--- src/sv/irfb_pkg.sv ---
// ----------------------------------------------------------------------------
// irfb_pkg
// types, frame constants and word encoding shared by the report frame builder
// ----------------------------------------------------------------------------
package irfb_pkg;

	localparam int NUM_WORDS  = 9;
	localparam int FIFO_DEPTH = 2;
	localparam int FIFO_AW    = (FIFO_DEPTH > 1) ? $clog2(FIFO_DEPTH) : 1;
	localparam int FIFO_CW    = $clog2(FIFO_DEPTH + 1);

	localparam logic [7:0] HDR0      = 8'hA5;
	localparam logic [7:0] HDR1      = 8'h5A;
	localparam logic [7:0] TRAILER   = 8'hAA;
	localparam logic [7:0] RAW_LEN   = 8'd22;
	localparam logic [7:0] ATT_LEN   = 8'd18;
	localparam logic [7:0] RAW_TYPE  = 8'hA2;
	localparam logic [7:0] ATT_TYPE  = 8'hA1;
	localparam logic [7:0] RAW_SEED  = 8'hB8;
	localparam logic [7:0] ATT_SEED  = 8'hB3;

	localparam logic MODE_RAW = 1'b0;
	localparam logic MODE_ATT = 1'b1;

	// byte positions inside a frame
	localparam logic [4:0] POS_HDR0    = 5'd0;
	localparam logic [4:0] POS_HDR1    = 5'd1;
	localparam logic [4:0] POS_LEN     = 5'd2;
	localparam logic [4:0] POS_TYPE    = 5'd3;
	localparam logic [4:0] POS_DATA    = 5'd4;
	localparam logic [4:0] RAW_CSUM    = 5'd22;
	localparam logic [4:0] ATT_CSUM    = 5'd18;
	localparam logic [4:0] RAW_LAST    = 5'd23;
	localparam logic [4:0] ATT_LAST    = 5'd19;

	typedef struct packed {
		logic              mode;
		logic signed [15:0] value_0;
		logic signed [15:0] value_1;
		logic signed [15:0] value_2;
		logic signed [15:0] value_3;
		logic signed [15:0] value_4;
		logic signed [15:0] value_5;
		logic signed [15:0] value_6;
		logic signed [15:0] value_7;
		logic signed [15:0] value_8;
	} req_t;

	typedef struct packed {
		logic [7:0] frame_byte;
		logic       last_byte;
	} frm_t;

	// encoded request as it waits in the queue
	typedef struct packed {
		logic                       mode;
		logic [NUM_WORDS-1:0][15:0] words;
	} enc_t;

	// sign-magnitude word, most negative value clamps to full magnitude
	function automatic logic [15:0] sign_mag(input logic [15:0] v);
		logic [15:0] neg;
		begin
			neg = 16'd0 - v;
			if (!v[15]) begin
				sign_mag = v;
			end else if (v == 16'h8000) begin
				sign_mag = 16'hFFFF;
			end else begin
				sign_mag = {1'b1, neg[14:0]};
			end
		end
	endfunction

endpackage

--- src/sv/irfb_front.sv ---
// ----------------------------------------------------------------------------
// irfb_front
// accepts requests, encodes the data words and pushes them into the queue
// ----------------------------------------------------------------------------
module irfb_front (
	input  irfb_pkg::req_t req,
	input  logic           req_valid,
	output logic           req_ready,
	input  logic           q_full,
	output logic           q_push,
	output irfb_pkg::enc_t q_wdata
);
	import irfb_pkg::*;

	assign req_ready = !q_full;
	assign q_push    = req_valid && !q_full;

	always_comb begin
		q_wdata.mode     = req.mode;
		q_wdata.words[0] = sign_mag(req.value_0);
		q_wdata.words[1] = sign_mag(req.value_1);
		q_wdata.words[2] = sign_mag(req.value_2);
		q_wdata.words[3] = sign_mag(req.value_3);
		q_wdata.words[4] = sign_mag(req.value_4);
		q_wdata.words[5] = sign_mag(req.value_5);
		// attitude frame sends the update rate as raw bits
		q_wdata.words[6] = (req.mode == MODE_ATT) ? req.value_6 : sign_mag(req.value_6);
		q_wdata.words[7] = sign_mag(req.value_7);
		q_wdata.words[8] = sign_mag(req.value_8);
	end

endmodule

--- src/sv/irfb_fifo.sv ---
// ----------------------------------------------------------------------------
// irfb_fifo
// short queue of encoded requests between front and back
// ----------------------------------------------------------------------------
module irfb_fifo (
	input  logic           clk,
	input  logic           arst_n,
	input  logic           push,
	input  irfb_pkg::enc_t wdata,
	output logic           full,
	input  logic           pop,
	output logic           nonempty,
	output irfb_pkg::enc_t rdata
);
	import irfb_pkg::*;

	enc_t               mem_q [FIFO_DEPTH];
	logic [FIFO_AW-1:0] wr_ptr_q;
	logic [FIFO_AW-1:0] rd_ptr_q;
	logic [FIFO_CW-1:0] count_q;

	assign full     = (count_q == FIFO_CW'(FIFO_DEPTH));
	assign nonempty = (count_q != '0);
	assign rdata    = mem_q[rd_ptr_q];

	always_ff @(posedge clk) begin
		if (push) begin
			mem_q[wr_ptr_q] <= wdata;
		end
	end

	always_ff @(posedge clk or negedge arst_n) begin
		if (!arst_n) begin
			wr_ptr_q <= '0;
			rd_ptr_q <= '0;
			count_q  <= '0;
		end else begin
			if (push) begin
				wr_ptr_q <= (wr_ptr_q == FIFO_AW'(FIFO_DEPTH - 1)) ? '0 : wr_ptr_q + 1'b1;
			end
			if (pop) begin
				rd_ptr_q <= (rd_ptr_q == FIFO_AW'(FIFO_DEPTH - 1)) ? '0 : rd_ptr_q + 1'b1;
			end
			if (push && !pop) begin
				count_q <= count_q + 1'b1;
			end else if (pop && !push) begin
				count_q <= count_q - 1'b1;
			end
		end
	end

	a_no_overflow: assert property (@(posedge clk) disable iff (!arst_n)
		push |-> (!full || pop))
		else $error("queue push while full");
	a_no_underflow: assert property (@(posedge clk) disable iff (!arst_n)
		pop |-> nonempty)
		else $error("queue pop while empty");
	a_count_range: assert property (@(posedge clk) disable iff (!arst_n)
		count_q <= FIFO_CW'(FIFO_DEPTH))
		else $error("queue count out of range");

endmodule

--- src/sv/irfb_back.sv ---
// ----------------------------------------------------------------------------
// irfb_back
// frame serializer: one byte per cycle into an output register
// ----------------------------------------------------------------------------
module irfb_back (
	input  logic           clk,
	input  logic           arst_n,
	input  logic           q_nonempty,
	input  irfb_pkg::enc_t q_rdata,
	output logic           q_pop,
	output irfb_pkg::frm_t frm,
	output logic           frm_valid,
	input  logic           frm_ready
);
	import irfb_pkg::*;

	logic       active_q;
	logic [4:0] idx_q;
	enc_t       cur_q;
	logic [7:0] sum_q;
	frm_t       out_q;
	logic       out_valid_q;

	logic       advance;
	logic       is_last;
	logic       is_data;
	logic [4:0] csum_pos;
	logic [4:0] last_pos;
	logic [4:0] dofs;
	logic [3:0] widx;
	logic [15:0] word;
	logic [7:0] byte_d;

	assign csum_pos = (cur_q.mode == MODE_ATT) ? ATT_CSUM : RAW_CSUM;
	assign last_pos = (cur_q.mode == MODE_ATT) ? ATT_LAST : RAW_LAST;
	assign advance  = active_q && (!out_valid_q || frm_ready);
	assign is_last  = (idx_q == last_pos);
	assign is_data  = (idx_q >= POS_DATA) && (idx_q < csum_pos);
	assign q_pop    = q_nonempty && (!active_q || (advance && is_last));
	assign dofs     = idx_q - POS_DATA;
	assign widx     = dofs[4:1];

	always_comb begin
		case (widx)
			4'd0:    word = cur_q.words[0];
			4'd1:    word = cur_q.words[1];
			4'd2:    word = cur_q.words[2];
			4'd3:    word = cur_q.words[3];
			4'd4:    word = cur_q.words[4];
			4'd5:    word = cur_q.words[5];
			4'd6:    word = cur_q.words[6];
			4'd7:    word = cur_q.words[7];
			4'd8:    word = cur_q.words[8];
			default: word = 16'd0;
		endcase
	end

	always_comb begin
		if (idx_q == POS_HDR0) begin
			byte_d = HDR0;
		end else if (idx_q == POS_HDR1) begin
			byte_d = HDR1;
		end else if (idx_q == POS_LEN) begin
			byte_d = (cur_q.mode == MODE_ATT) ? ATT_LEN : RAW_LEN;
		end else if (idx_q == POS_TYPE) begin
			byte_d = (cur_q.mode == MODE_ATT) ? ATT_TYPE : RAW_TYPE;
		end else if (idx_q == csum_pos) begin
			byte_d = sum_q;
		end else if (is_last) begin
			byte_d = TRAILER;
		end else begin
			// high byte first
			byte_d = dofs[0] ? word[7:0] : word[15:8];
		end
	end

	always_ff @(posedge clk) begin
		if (q_pop) begin
			cur_q <= q_rdata;
			sum_q <= (q_rdata.mode == MODE_ATT) ? ATT_SEED : RAW_SEED;
		end else if (advance && is_data) begin
			sum_q <= sum_q + byte_d;
		end
		if (advance) begin
			out_q.frame_byte <= byte_d;
			out_q.last_byte  <= is_last;
		end
	end

	always_ff @(posedge clk or negedge arst_n) begin
		if (!arst_n) begin
			active_q    <= 1'b0;
			idx_q       <= '0;
			out_valid_q <= 1'b0;
		end else begin
			if (q_pop) begin
				active_q <= 1'b1;
				idx_q    <= '0;
			end else if (advance) begin
				idx_q <= idx_q + 1'b1;
				if (is_last) begin
					active_q <= 1'b0;
				end
			end
			if (advance) begin
				out_valid_q <= 1'b1;
			end else if (frm_ready) begin
				out_valid_q <= 1'b0;
			end
		end
	end

	assign frm       = out_q;
	assign frm_valid = out_valid_q;

	a_idx_range: assert property (@(posedge clk) disable iff (!arst_n)
		active_q |-> (idx_q <= last_pos))
		else $error("byte index past end of frame");
	a_last_is_trailer: assert property (@(posedge clk) disable iff (!arst_n)
		(out_valid_q && out_q.last_byte) |-> (out_q.frame_byte == TRAILER))
		else $error("last flag on a byte other than the trailer");
	a_pop_ends_frame: assert property (@(posedge clk) disable iff (!arst_n)
		(q_pop && active_q) |-> is_last)
		else $error("new frame loaded before the current one ended");

endmodule

--- src/sv/imu_report_frame_builder.sv ---
// ----------------------------------------------------------------------------
// imu_report_frame_builder
// turns one report request into a framed, checksummed byte stream
// ----------------------------------------------------------------------------
// Usage:
//   req channel (req_valid/req_ready/req) takes one request: mode plus nine
//   signed 16-bit values. frm channel (frm_valid/frm_ready/frm) gives the
//   frame one byte per result, last_byte set on the closing AA byte.
//   A raw frame is 24 bytes, an attitude frame 20 bytes.
//   Throughput: one byte per cycle while frm_ready is high; frames follow
//   each other with no gap when the next request is already queued.
//   A two-entry queue holds encoded requests, so req_ready stays high while
//   the serializer works on an earlier frame, until the queue is full.
//   When the receiver stalls, the output register holds its byte and the
//   serializer waits; the queue then fills and req_ready drops.
//   Reset clears the queue and the serializer; no frame is in flight after.
// ----------------------------------------------------------------------------
module imu_report_frame_builder (
	input  logic           clk,
	input  logic           arst_n,
	input  logic           req_valid,
	output logic           req_ready,
	input  irfb_pkg::req_t req,
	output logic           frm_valid,
	input  logic           frm_ready,
	output irfb_pkg::frm_t frm
);
	import irfb_pkg::*;

	logic q_full;
	logic q_push;
	logic q_pop;
	logic q_nonempty;
	enc_t q_wdata;
	enc_t q_rdata;

	irfb_front u_front (
		.req       (req),
		.req_valid (req_valid),
		.req_ready (req_ready),
		.q_full    (q_full),
		.q_push    (q_push),
		.q_wdata   (q_wdata)
	);

	irfb_fifo u_fifo (
		.clk      (clk),
		.arst_n   (arst_n),
		.push     (q_push),
		.wdata    (q_wdata),
		.full     (q_full),
		.pop      (q_pop),
		.nonempty (q_nonempty),
		.rdata    (q_rdata)
	);

	irfb_back u_back (
		.clk        (clk),
		.arst_n     (arst_n),
		.q_nonempty (q_nonempty),
		.q_rdata    (q_rdata),
		.q_pop      (q_pop),
		.frm        (frm),
		.frm_valid  (frm_valid),
		.frm_ready  (frm_ready)
	);

endmodule
--- config.mk ---
export PLATFORM = sky130hd
export DESIGN_NAME = imu_report_frame_builder
export DESIGN_NICKNAME = d
export VERILOG_FILES = /design/src/sv/irfb_pkg.sv /design/src/sv/irfb_front.sv /design/src/sv/irfb_fifo.sv /design/src/sv/irfb_back.sv /design/src/sv/imu_report_frame_builder.sv
export SDC_FILE = /design/constraint.sdc
export NUM_CORES = 1
export LEC_CHECK = 0
export ABC_AREA = 1
export BUFFER_PORTS_ARGS = -buffer_cell sky130_fd_sc_hd__buf_4
export CAP_MARGIN = 5
export CORE_MARGIN = 2
export CORE_UTILIZATION = 30
export CTS_BUF_LIST = sky130_fd_sc_hd__clkbuf_8
export CTS_CLUSTER_DIAMETER = 30
export CTS_CLUSTER_SIZE = 24
export DETAILED_ROUTE_END_ITERATION = 7
export SETUP_SLACK_MARGIN = 0.05
export SYNTH_ARGS = -nofsm -noshare
export SYNTH_HDL_FRONTEND = slang
export SYNTH_SLANG_ARGS = --single-unit
--- constraint.sdc ---
create_clock -name clk -period 8.27 [get_ports clk]
set_input_delay 2.0675 -clock clk [delete_from_list [all_inputs] [get_ports clk]]
set_output_delay 2.0675 -clock clk [all_outputs]
set_load 0.03 [all_outputs]
==> results of run 1 <==
## sequential cells by signal (all words and copies together) (netlist names)
name,flops
u_back.frm_valid,1
u_back.cur_q,145
u_back.idx_q,5
u_fifo.rd_ptr_q,1
u_back.active_q,1
u_fifo.wr_ptr_q,1
u_fifo.count_q,2
u_back.frm,9
u_back.sum_q,8
u_fifo.mem_q,290
## layout make-up
class,count,area (sq um)
diodes,1,2.50
clock buffers,89,1220
clock inverters,73,733
fillers,7089,45600
inverters,173,652
multi-input cells,1366,6620
flip-flops and latches,463,13900
well taps,950,1190
repair buffers,167,1250
## kinds of logic after synthesis
family,count (synthesis),share of synthesized area
adder cells (fa/ha/maj),26,0.0155
buffers and inverters,242,0.0463
XOR/XNOR,21,0.00858
AND/OR/NAND/NOR,1093,0.225
flip-flops,463,0.646
AO/OA/AOI/OAI,226,0.0588
## path summary, 6_finish.rpt
path,start,slack (ns),end
worst min-delay path,u_fifo.count_q[0],0.47,u_fifo.count_q[0]
min in group asynchronous,arst_n,1.25,u_fifo.rd_ptr_q
worst max register to register,u_back.idx_q[2],3.65,u_back.sum_q[6]
worst min register to register,u_fifo.count_q[0],0.47,u_fifo.count_q[0]
max in group asynchronous,arst_n,6.82,u_fifo.wr_ptr_q
worst max-delay path,u_back.idx_q[2],3.65,u_back.sum_q[6]
## placed cells by master, fill, tap and decap left out, types with 9 or more instances in the layout
cell	netlist	routed
nand2_1	688	688
edfxtp_1	452	452
inv_1	162	170
buf_4	2	167
nand3_1	125	125
o21ai_0	98	98
nor2_1	94	92
clkbuf_8	0	89
a21oi_1	71	71
nor3_1	53	53
or2_2	44	44
nand4_1	27	27
ha_1	25	25
nand3b_1	21	21
clkinv_1	1	20
xor2_1	18	18
o21ai_1	15	15
clkinv_2	0	14
bufinv_16	0	13
dfrtp_1	11	10
inv_2	10	9
## worst reg2reg max path, cell delays in order, from the launching register on
cell and delay [ns]:
dfrtp_1 0.55, inv_2 0.16, ha_1 0.54, inv_1 0.53, nand3_2 0.35, o21ai_0 0.27
a21oi_1 0.07, nand3_1 0.08, nand2_1 0.05, nand3_1 0.13, nand2_1 0.08, a21oi_1 0.29
ha_1 0.35, a21oi_1 0.15, inv_1 0.05, a31oi_1 0.26, o21ai_0 0.13, a21oi_1 0.18
o21ai_0 0.10, a21oi_1 0.14
## stage by stage
| step | hold slack, ns | utilization | cell area (sq um) | setup slack [ns] | power [uW] |
|---|---|---|---|---|---|
| after floorplan | 0.446 | - | 21500 | 1.75 | 5540 |
| after global placement | 0.470 | 0.331 | 23600 | 3.17 | 6410 |
| after detailed placement | 0.477 | 0.331 | 23600 | 3.09 | 6470 |
| after CTS | 0.484 | 0.359 | 25500 | 3.79 | 8940 |
| after global routing | 0.495 | 0.359 | 25500 | 3.22 | 9390 |
| final | 0.475 | 0.359 | 25500 | 3.65 | 8850 |
## report_power, final
group          internal [uW]  total (uW)  switching (uW)
Clock                   1440        2440             997
Sequential              3450        3750             300
Combinational            781        2670            1890
Total                   5670        8850            3180
## routing by layer
metal  vias up  part of all wire  track usage
met5         -           0.00049            0
met4         4             0.016       0.0424
met3        61             0.046       0.0269
met2       372              0.50        0.251
met1      7272              0.44        0.187
li1       7488                 -            -
==> flow_summary_export.csv, run 1 <==
group,metric,value,unit
logic_synthesis,synth_edf_count,452,
routing,drt_iter0_drc,1328,
timing,worst_pin_slew,1.23,ns
power,p_leak,0.0104,uW
clock_network,clock_latency,0.67,ns
logic_synthesis,synth_top_cell_by_area,"edfxtp_1",
grt,first_global_vias,14700,
layout,fin_cells,3282,
job,drv_cap,0,
worst_setup_path,crit_slowest_cell,"dfrtp_1",
logic_synthesis,yosys_warnings,0,
logic_synthesis,synth_area_leaders,"edfxtp_1 63%, nand2_1 12%, nand3_1 2.9%",
worst_setup_path,crit_fanout,14,
worst_setup_path,cp-start-kind,"flop",
worst_setup_path,worstPathArrival,5.11,ns
run_status,status,"completed",
logic_synthesis,netlist_area,0.0214,sq mm
logic_synthesis,yosysMostFrequentCell,"nand2_1",
worst_setup_path,reg2reg_depth,19,
grt,grt_start_max_net_pins,101,
routing,wl_per_cell,16.7,um
worst_setup_path,required,8.75,ns
die,core_area,0.0711,sq mm
timing,fin_crit_sh,0.559,
worst_setup_path,critical_path_class,"flop to flop",
timing,skew,0.0413,ns
die,die-area,0.0736,sq mm
logic_synthesis,yosysUniqueCellTypes,57,
clock_network,clockBufferDepth,3,
power,pwr_density_cell,347,mW/mm^2
power,vdd_drop_max,0.185,mV
routing,vias_per_cell,4.63,
worst_setup_path,path_buf_inv,3,
worst_setup_path,crit_family,"compound AO/OA/AOI/OAI gates",
timing,final-setup-viol-count,0,
routing,vias,15200,
worst_setup_path,end_kind,"flop",
clock_network,htreeDepth,3,
die,start_util,0.301,
worst_setup_path,cp_cell_sequence,"inv_2 -> ha_1 -> inv_1 -> nand3_2 -> o21ai_0 -> a21oi_1 -> nand3_1 -> nand2_1 -> nand3_1 -> nand2_1 -> a21oi_1 -> ha_1 -> a21oi_1 -> inv_1 -> a31oi_1 -> o21ai_0 -> a21oi_1 -> o21ai_0 -> a21oi_1",
grt,grt_overflow_total,0,
routing,wirelength,54.7,mm
timing,period_minus_slack,4.62,ns
timing,slew_viol_final,0,
timing,setup_tns,0,ns
logic_synthesis,yosysSeqAreaShare,0.646,
logic_synthesis,postSynthCellCount,2071,
routing,drc,0,
die,die_x,271,um
placement,place_congestion,0.883,
worst_hold_path,min_delay_path_depth,1,
clock_network,cts_buffers,88,
logic_synthesis,syn-mean-instance-area,10.4,sq um
die,die_h,271,um
worst_setup_path,crit_cells,19,
logic_synthesis,synth_nets,2246,
worst_hold_path,hold_path.class,"flop to flop",
grt,track_usage,0.146,
worst_setup_path,crit_path_max_incr_delay,0.55,ns
timing,rsz0062_at_grt,"false",
layout,syn_to_final_growth,19.1,%
placement,dp_cells,3119,
routing,first_pass_iters,7,
timing,max_slew_margin,0.172,
placement,dp_hpwl,39.2,mm
grt,antenna_found_initial,3,
timing,hold_viol,0,
die,ios,160,
grt,grt_pass1_wl,83.7,mm
clock_network,cts_tree,"yes",
logic_synthesis,ys_async_sr_fraction,0.0238,
clock_network,clk_pin_slew,0.05,ns
logic_synthesis,synthTopCellsByCount,"688 x nand2_1, 452 x edfxtp_1, 162 x inv_1",
layout,drive_above_1_share,0.166,
timing,fmax,0.216,GHz
clock_network,cts.sinks,463,
routing,antenna_left,0,
die,rows,98,
layout,layout.nets,2434,
clock_network,cts_resized,0,
placement,portBuffers,159,
logic_synthesis,synth_flop_cell,"edfxtp_1",
clock_network,post_cts_buffers,0,
clock_network,ctsHoldBuffers,0,
logic_synthesis,synth_top_area_frac,0.633,
worst_setup_path,critPathMostFrequentCell,"a21oi_1",
logic_synthesis,synth-seq-cells,463,
clock_network,root_buffer,"clkbuf_8",
Note: power is estimated with default switching activity, not from simulation.
==> run 2, diff against run 1 <==
--- a/config.mk
+++ b/config.mk
@@ -5,7 +5,7 @@
 export SDC_FILE = /design/constraint.sdc
 export NUM_CORES = 1
 export LEC_CHECK = 0
-export ABC_AREA = 1
+export ABC_AREA = 0
 export BUFFER_PORTS_ARGS = -buffer_cell sky130_fd_sc_hd__buf_4
 export CAP_MARGIN = 5
 export CORE_MARGIN = 2
==> constraint.sdc (replaced) <==
create_clock -name clk -period 4.5 [get_ports clk]
set_input_delay 1.125 -clock clk [delete_from_list [all_inputs] [get_ports clk]]
set_output_delay 1.125 -clock clk [all_outputs]
set_load 0.03 [all_outputs]
==> flow_summary_export.csv, run 2 <==
group,metric,value,unit
power,pwr_density_cell,628,mW/mm^2
layout,mostFrequentLayoutCell,"edfxtp_1",
placement,place_congestion,0.849,
clock_network,cts_tree,"yes",
clock_network,htreeDepth,3,
grt,grt_pass1_wl,77.6,mm
layout,fillers,6630,
timing,finalWorstSetupSlack,0.327,ns
routing,antenna_left,0,
routing,drt_iter0_drc,709,
logic_synthesis,yosys_warnings,0,
routing,vias_per_cell,4.69,
logic_synthesis,synth-seq-cells,463,
logic_synthesis,syn-mean-instance-area,14.2,sq um
worst_setup_path,crit_path_max_incr_delay,0.43,ns
grt,grt_start_max_net_pins,146,
timing,slew_viol_final,0,
grt,antenna_found_initial,1,
layout,syn_to_final_growth,22.0,%
timing,period_minus_slack,4.17,ns
logic_synthesis,synth_edf_count,452,
die,die_h,268,um
layout,drive_above_1_share,0.291,
layout,regMostFlops,"u_fifo.mem_q",
clock_network,post_cts_buffers,0,
worst_setup_path,cp-start-kind,"flop",
clock_network,clockBufferDepth,3,
logic_synthesis,postSynthCellCount,1474,
routing,met2WireLength,25.6,mm
worst_setup_path,end_kind,"flop",
clock_network,cts_resized,0,
die,core_area,0.0687,sq mm
logic_synthesis,synth_nets,1649,
grt,first_global_vias,12900,
routing,first_pass_iters,8,
clock_network,cts.sinks,463,
placement,pre_cts_slack,0.0564,ns
placement,dp_cells,2536,
routing,top_layer,"met4",
clock_network,clk_pin_slew,0.07,ns
logic_synthesis,ys_async_sr_fraction,0.0238,
placement,dp_hpwl,36.3,mm
routing,drc,0,
worst_hold_path,hold_path.class,"input pin to async pin",
worst_setup_path,crit_slowest_cell,"dfrtp_1",
die,die_x,268,um
logic_synthesis,yosysSeqAreaShare,0.663,
routing,wirelength,51.7,mm
worst_setup_path,required,4.91,ns
die,ios,160,
logic_synthesis,yosysUniqueCellTypes,71,
timing,fmax,0.240,GHz
timing,final-setup-viol-count,0,
logic_synthesis,synth_top_area_frac,0.650,
routing,vias,12700,
die,rows,96,
clock_network,cts_buffers,95,
layout,layout.nets,1877,
clock_network,clock_latency,0.66,ns
logic_synthesis,yosysMostFrequentCell,"edfxtp_1",
routing,wl_per_cell,19.1,um
die,die-area,0.0717,sq mm
timing,worst_pin_slew,1.03,ns
job,drv_cap,0,
routing,wirelength_met1,22.7,mm
timing,skew,0.0282,ns
grt,grt_overflow_total,0,
clock_network,ctsHoldBuffers,0,
logic_synthesis,synthTopCellsByCount,"452 x edfxtp_1, 201 x nand2_1, 148 x mux2_2",
worst_setup_path,cp_cell_sequence,"inv_1 -> ha_1 -> xnor2_2 -> buf_4 -> and3_1 -> a221o_1 -> nor3_2 -> a21oi_1 -> o31a_1 -> ha_1 -> a21o_1 -> a21oi_1 -> o21ai_0 -> o41ai_2 -> xnor3_1 -> or2_1",
worst_setup_path,critical_path_class,"flop to flop",
logic_synthesis,synth_flop_cell,"edfxtp_1",
timing,rsz0062_at_grt,"false",
routing,dr_wl_met3,2.27,mm
logic_synthesis,synth_area_leaders,"edfxtp_1 65%, mux2_2 8.0%, xor2_1 3.6%",
run_status,status,"completed",
power,p_leak,0.00918,uW
timing,fin_crit_sh,0.927,
clock_network,root_buffer,"clkbuf_8",
placement,portBuffers,159,
logic_synthesis,netlist_area,0.0209,sq mm
layout,fin_cells,2714,
worst_setup_path,crit_fanout,10,
timing,setup_tns,0,ns
layout,layout_common_cells,"452 x edfxtp_1, 201 x nand2_1, 183 x buf_4",
power,vdd_drop_max,0.269,mV
grt,track_usage,0.143,
die,start_util,0.304,
logic_synthesis,synth_top_cell_by_area,"edfxtp_1",
worst_setup_path,worstPathArrival,4.58,ns
timing,max_slew_margin,0.313,
layout,largest_reg_flops,290,
timing,hold_viol,0,
## run 2: cell count changes after synthesis, moves of 42 or more
cell and delta:
nand3_1 -102, a21oi_1 -51, mux2_2 +148, xor2_1 +69, nor2_1 -42, nand2_1 -487
inv_1 -135
## run 2: critical path, delay by kind of cell (launching register included)
family,cells,cell delay [ns]
AO/OA/AOI/OAI,7,1.60
XOR/XNOR,2,0.39
adder cells (fa/ha/maj),2,0.56
buffers and inverters,2,0.34
flip-flops,1,0.43
AND/OR/NAND/NOR,3,0.63
## run 2: routing by layer
layer / GRT usage / vias to the layer above
met5: 0 / -
li1: - / 6090
met1: 0.184 / 6296
met3: 0.0279 / 75
met4: 0.0485 / 0
met2: 0.243 / 271
## run 2: final timing paths
path                                  from                 to  slack [ns]  cells past startpoint
setup / recovery           u_back.idx_q[3]    u_back.sum_q[7]        0.33                     16
hold / removal                      arst_n  u_fifo.count_q[1]        0.30                      1
setup reg to reg           u_back.idx_q[3]    u_back.sum_q[7]        0.33                     16
hold reg to reg            u_back.active_q   u_back.frm_valid        0.49                      1
max in group asynchronous           arst_n    u_fifo.rd_ptr_q        4.00                      1
min in group clk           u_back.active_q   u_back.frm_valid        0.49                      1
## run 2: logic make-up (layout without fill, tap and decap cells)
family                     after synthesis  count (layout)  share of synthesized area
xor gates and xnor gates               107             107                     0.0459
and+or+nand+nor                        400             400                     0.0889
muxes                                  174             174                     0.0983
DFF                                    463             463                      0.663
adders and majority gates               26              26                     0.0159
buffers and inverters                   87             395                     0.0167
other                                    0               1                          0
AOI/OAI and AO/OA                      217             217                     0.0710
## run 2: cell type report
| cell class | count | area [sq um] | share of cell area |
|---|---|---|---|
| flip-flops and latches | 463 | 13900 | 0.544 |
| inverters | 29 | 114 | 0.00447 |
| well taps | 931 | 1160 | 0.0457 |
| multi-input cells | 924 | 6720 | 0.264 |
| repair buffers | 189 | 1490 | 0.0586 |
| clock inverters | 77 | 748 | 0.0294 |
| clock buffers | 100 | 1380 | 0.0540 |
| diodes | 1 | 2.50 | 0.0000982 |
## run 2: power breakdown
group          internal (uW)  total (uW)  switching, uW
clock network           2860        4760           1900
logic                   2080        4860           2780
registers               6010        6390            376
## run 2: per-stage QoR
| stage | util | hold slack (ns) | cell area, sq um | power (uW) |
|---|---|---|---|---|
| final | 0.371 | 0.301 | 25500 | 16000 |
| after CTS | 0.370 | 0.244 | 25400 | 16100 |
| after global placement | 0.339 | 0.462 | 23300 | 11200 |
| after floorplan | - | 0.450 | 20900 | 9610 |
| after global routing | 0.371 | 0.273 | 25500 | 16900 |
| after detailed placement | 0.339 | 0.479 | 23300 | 11300 |
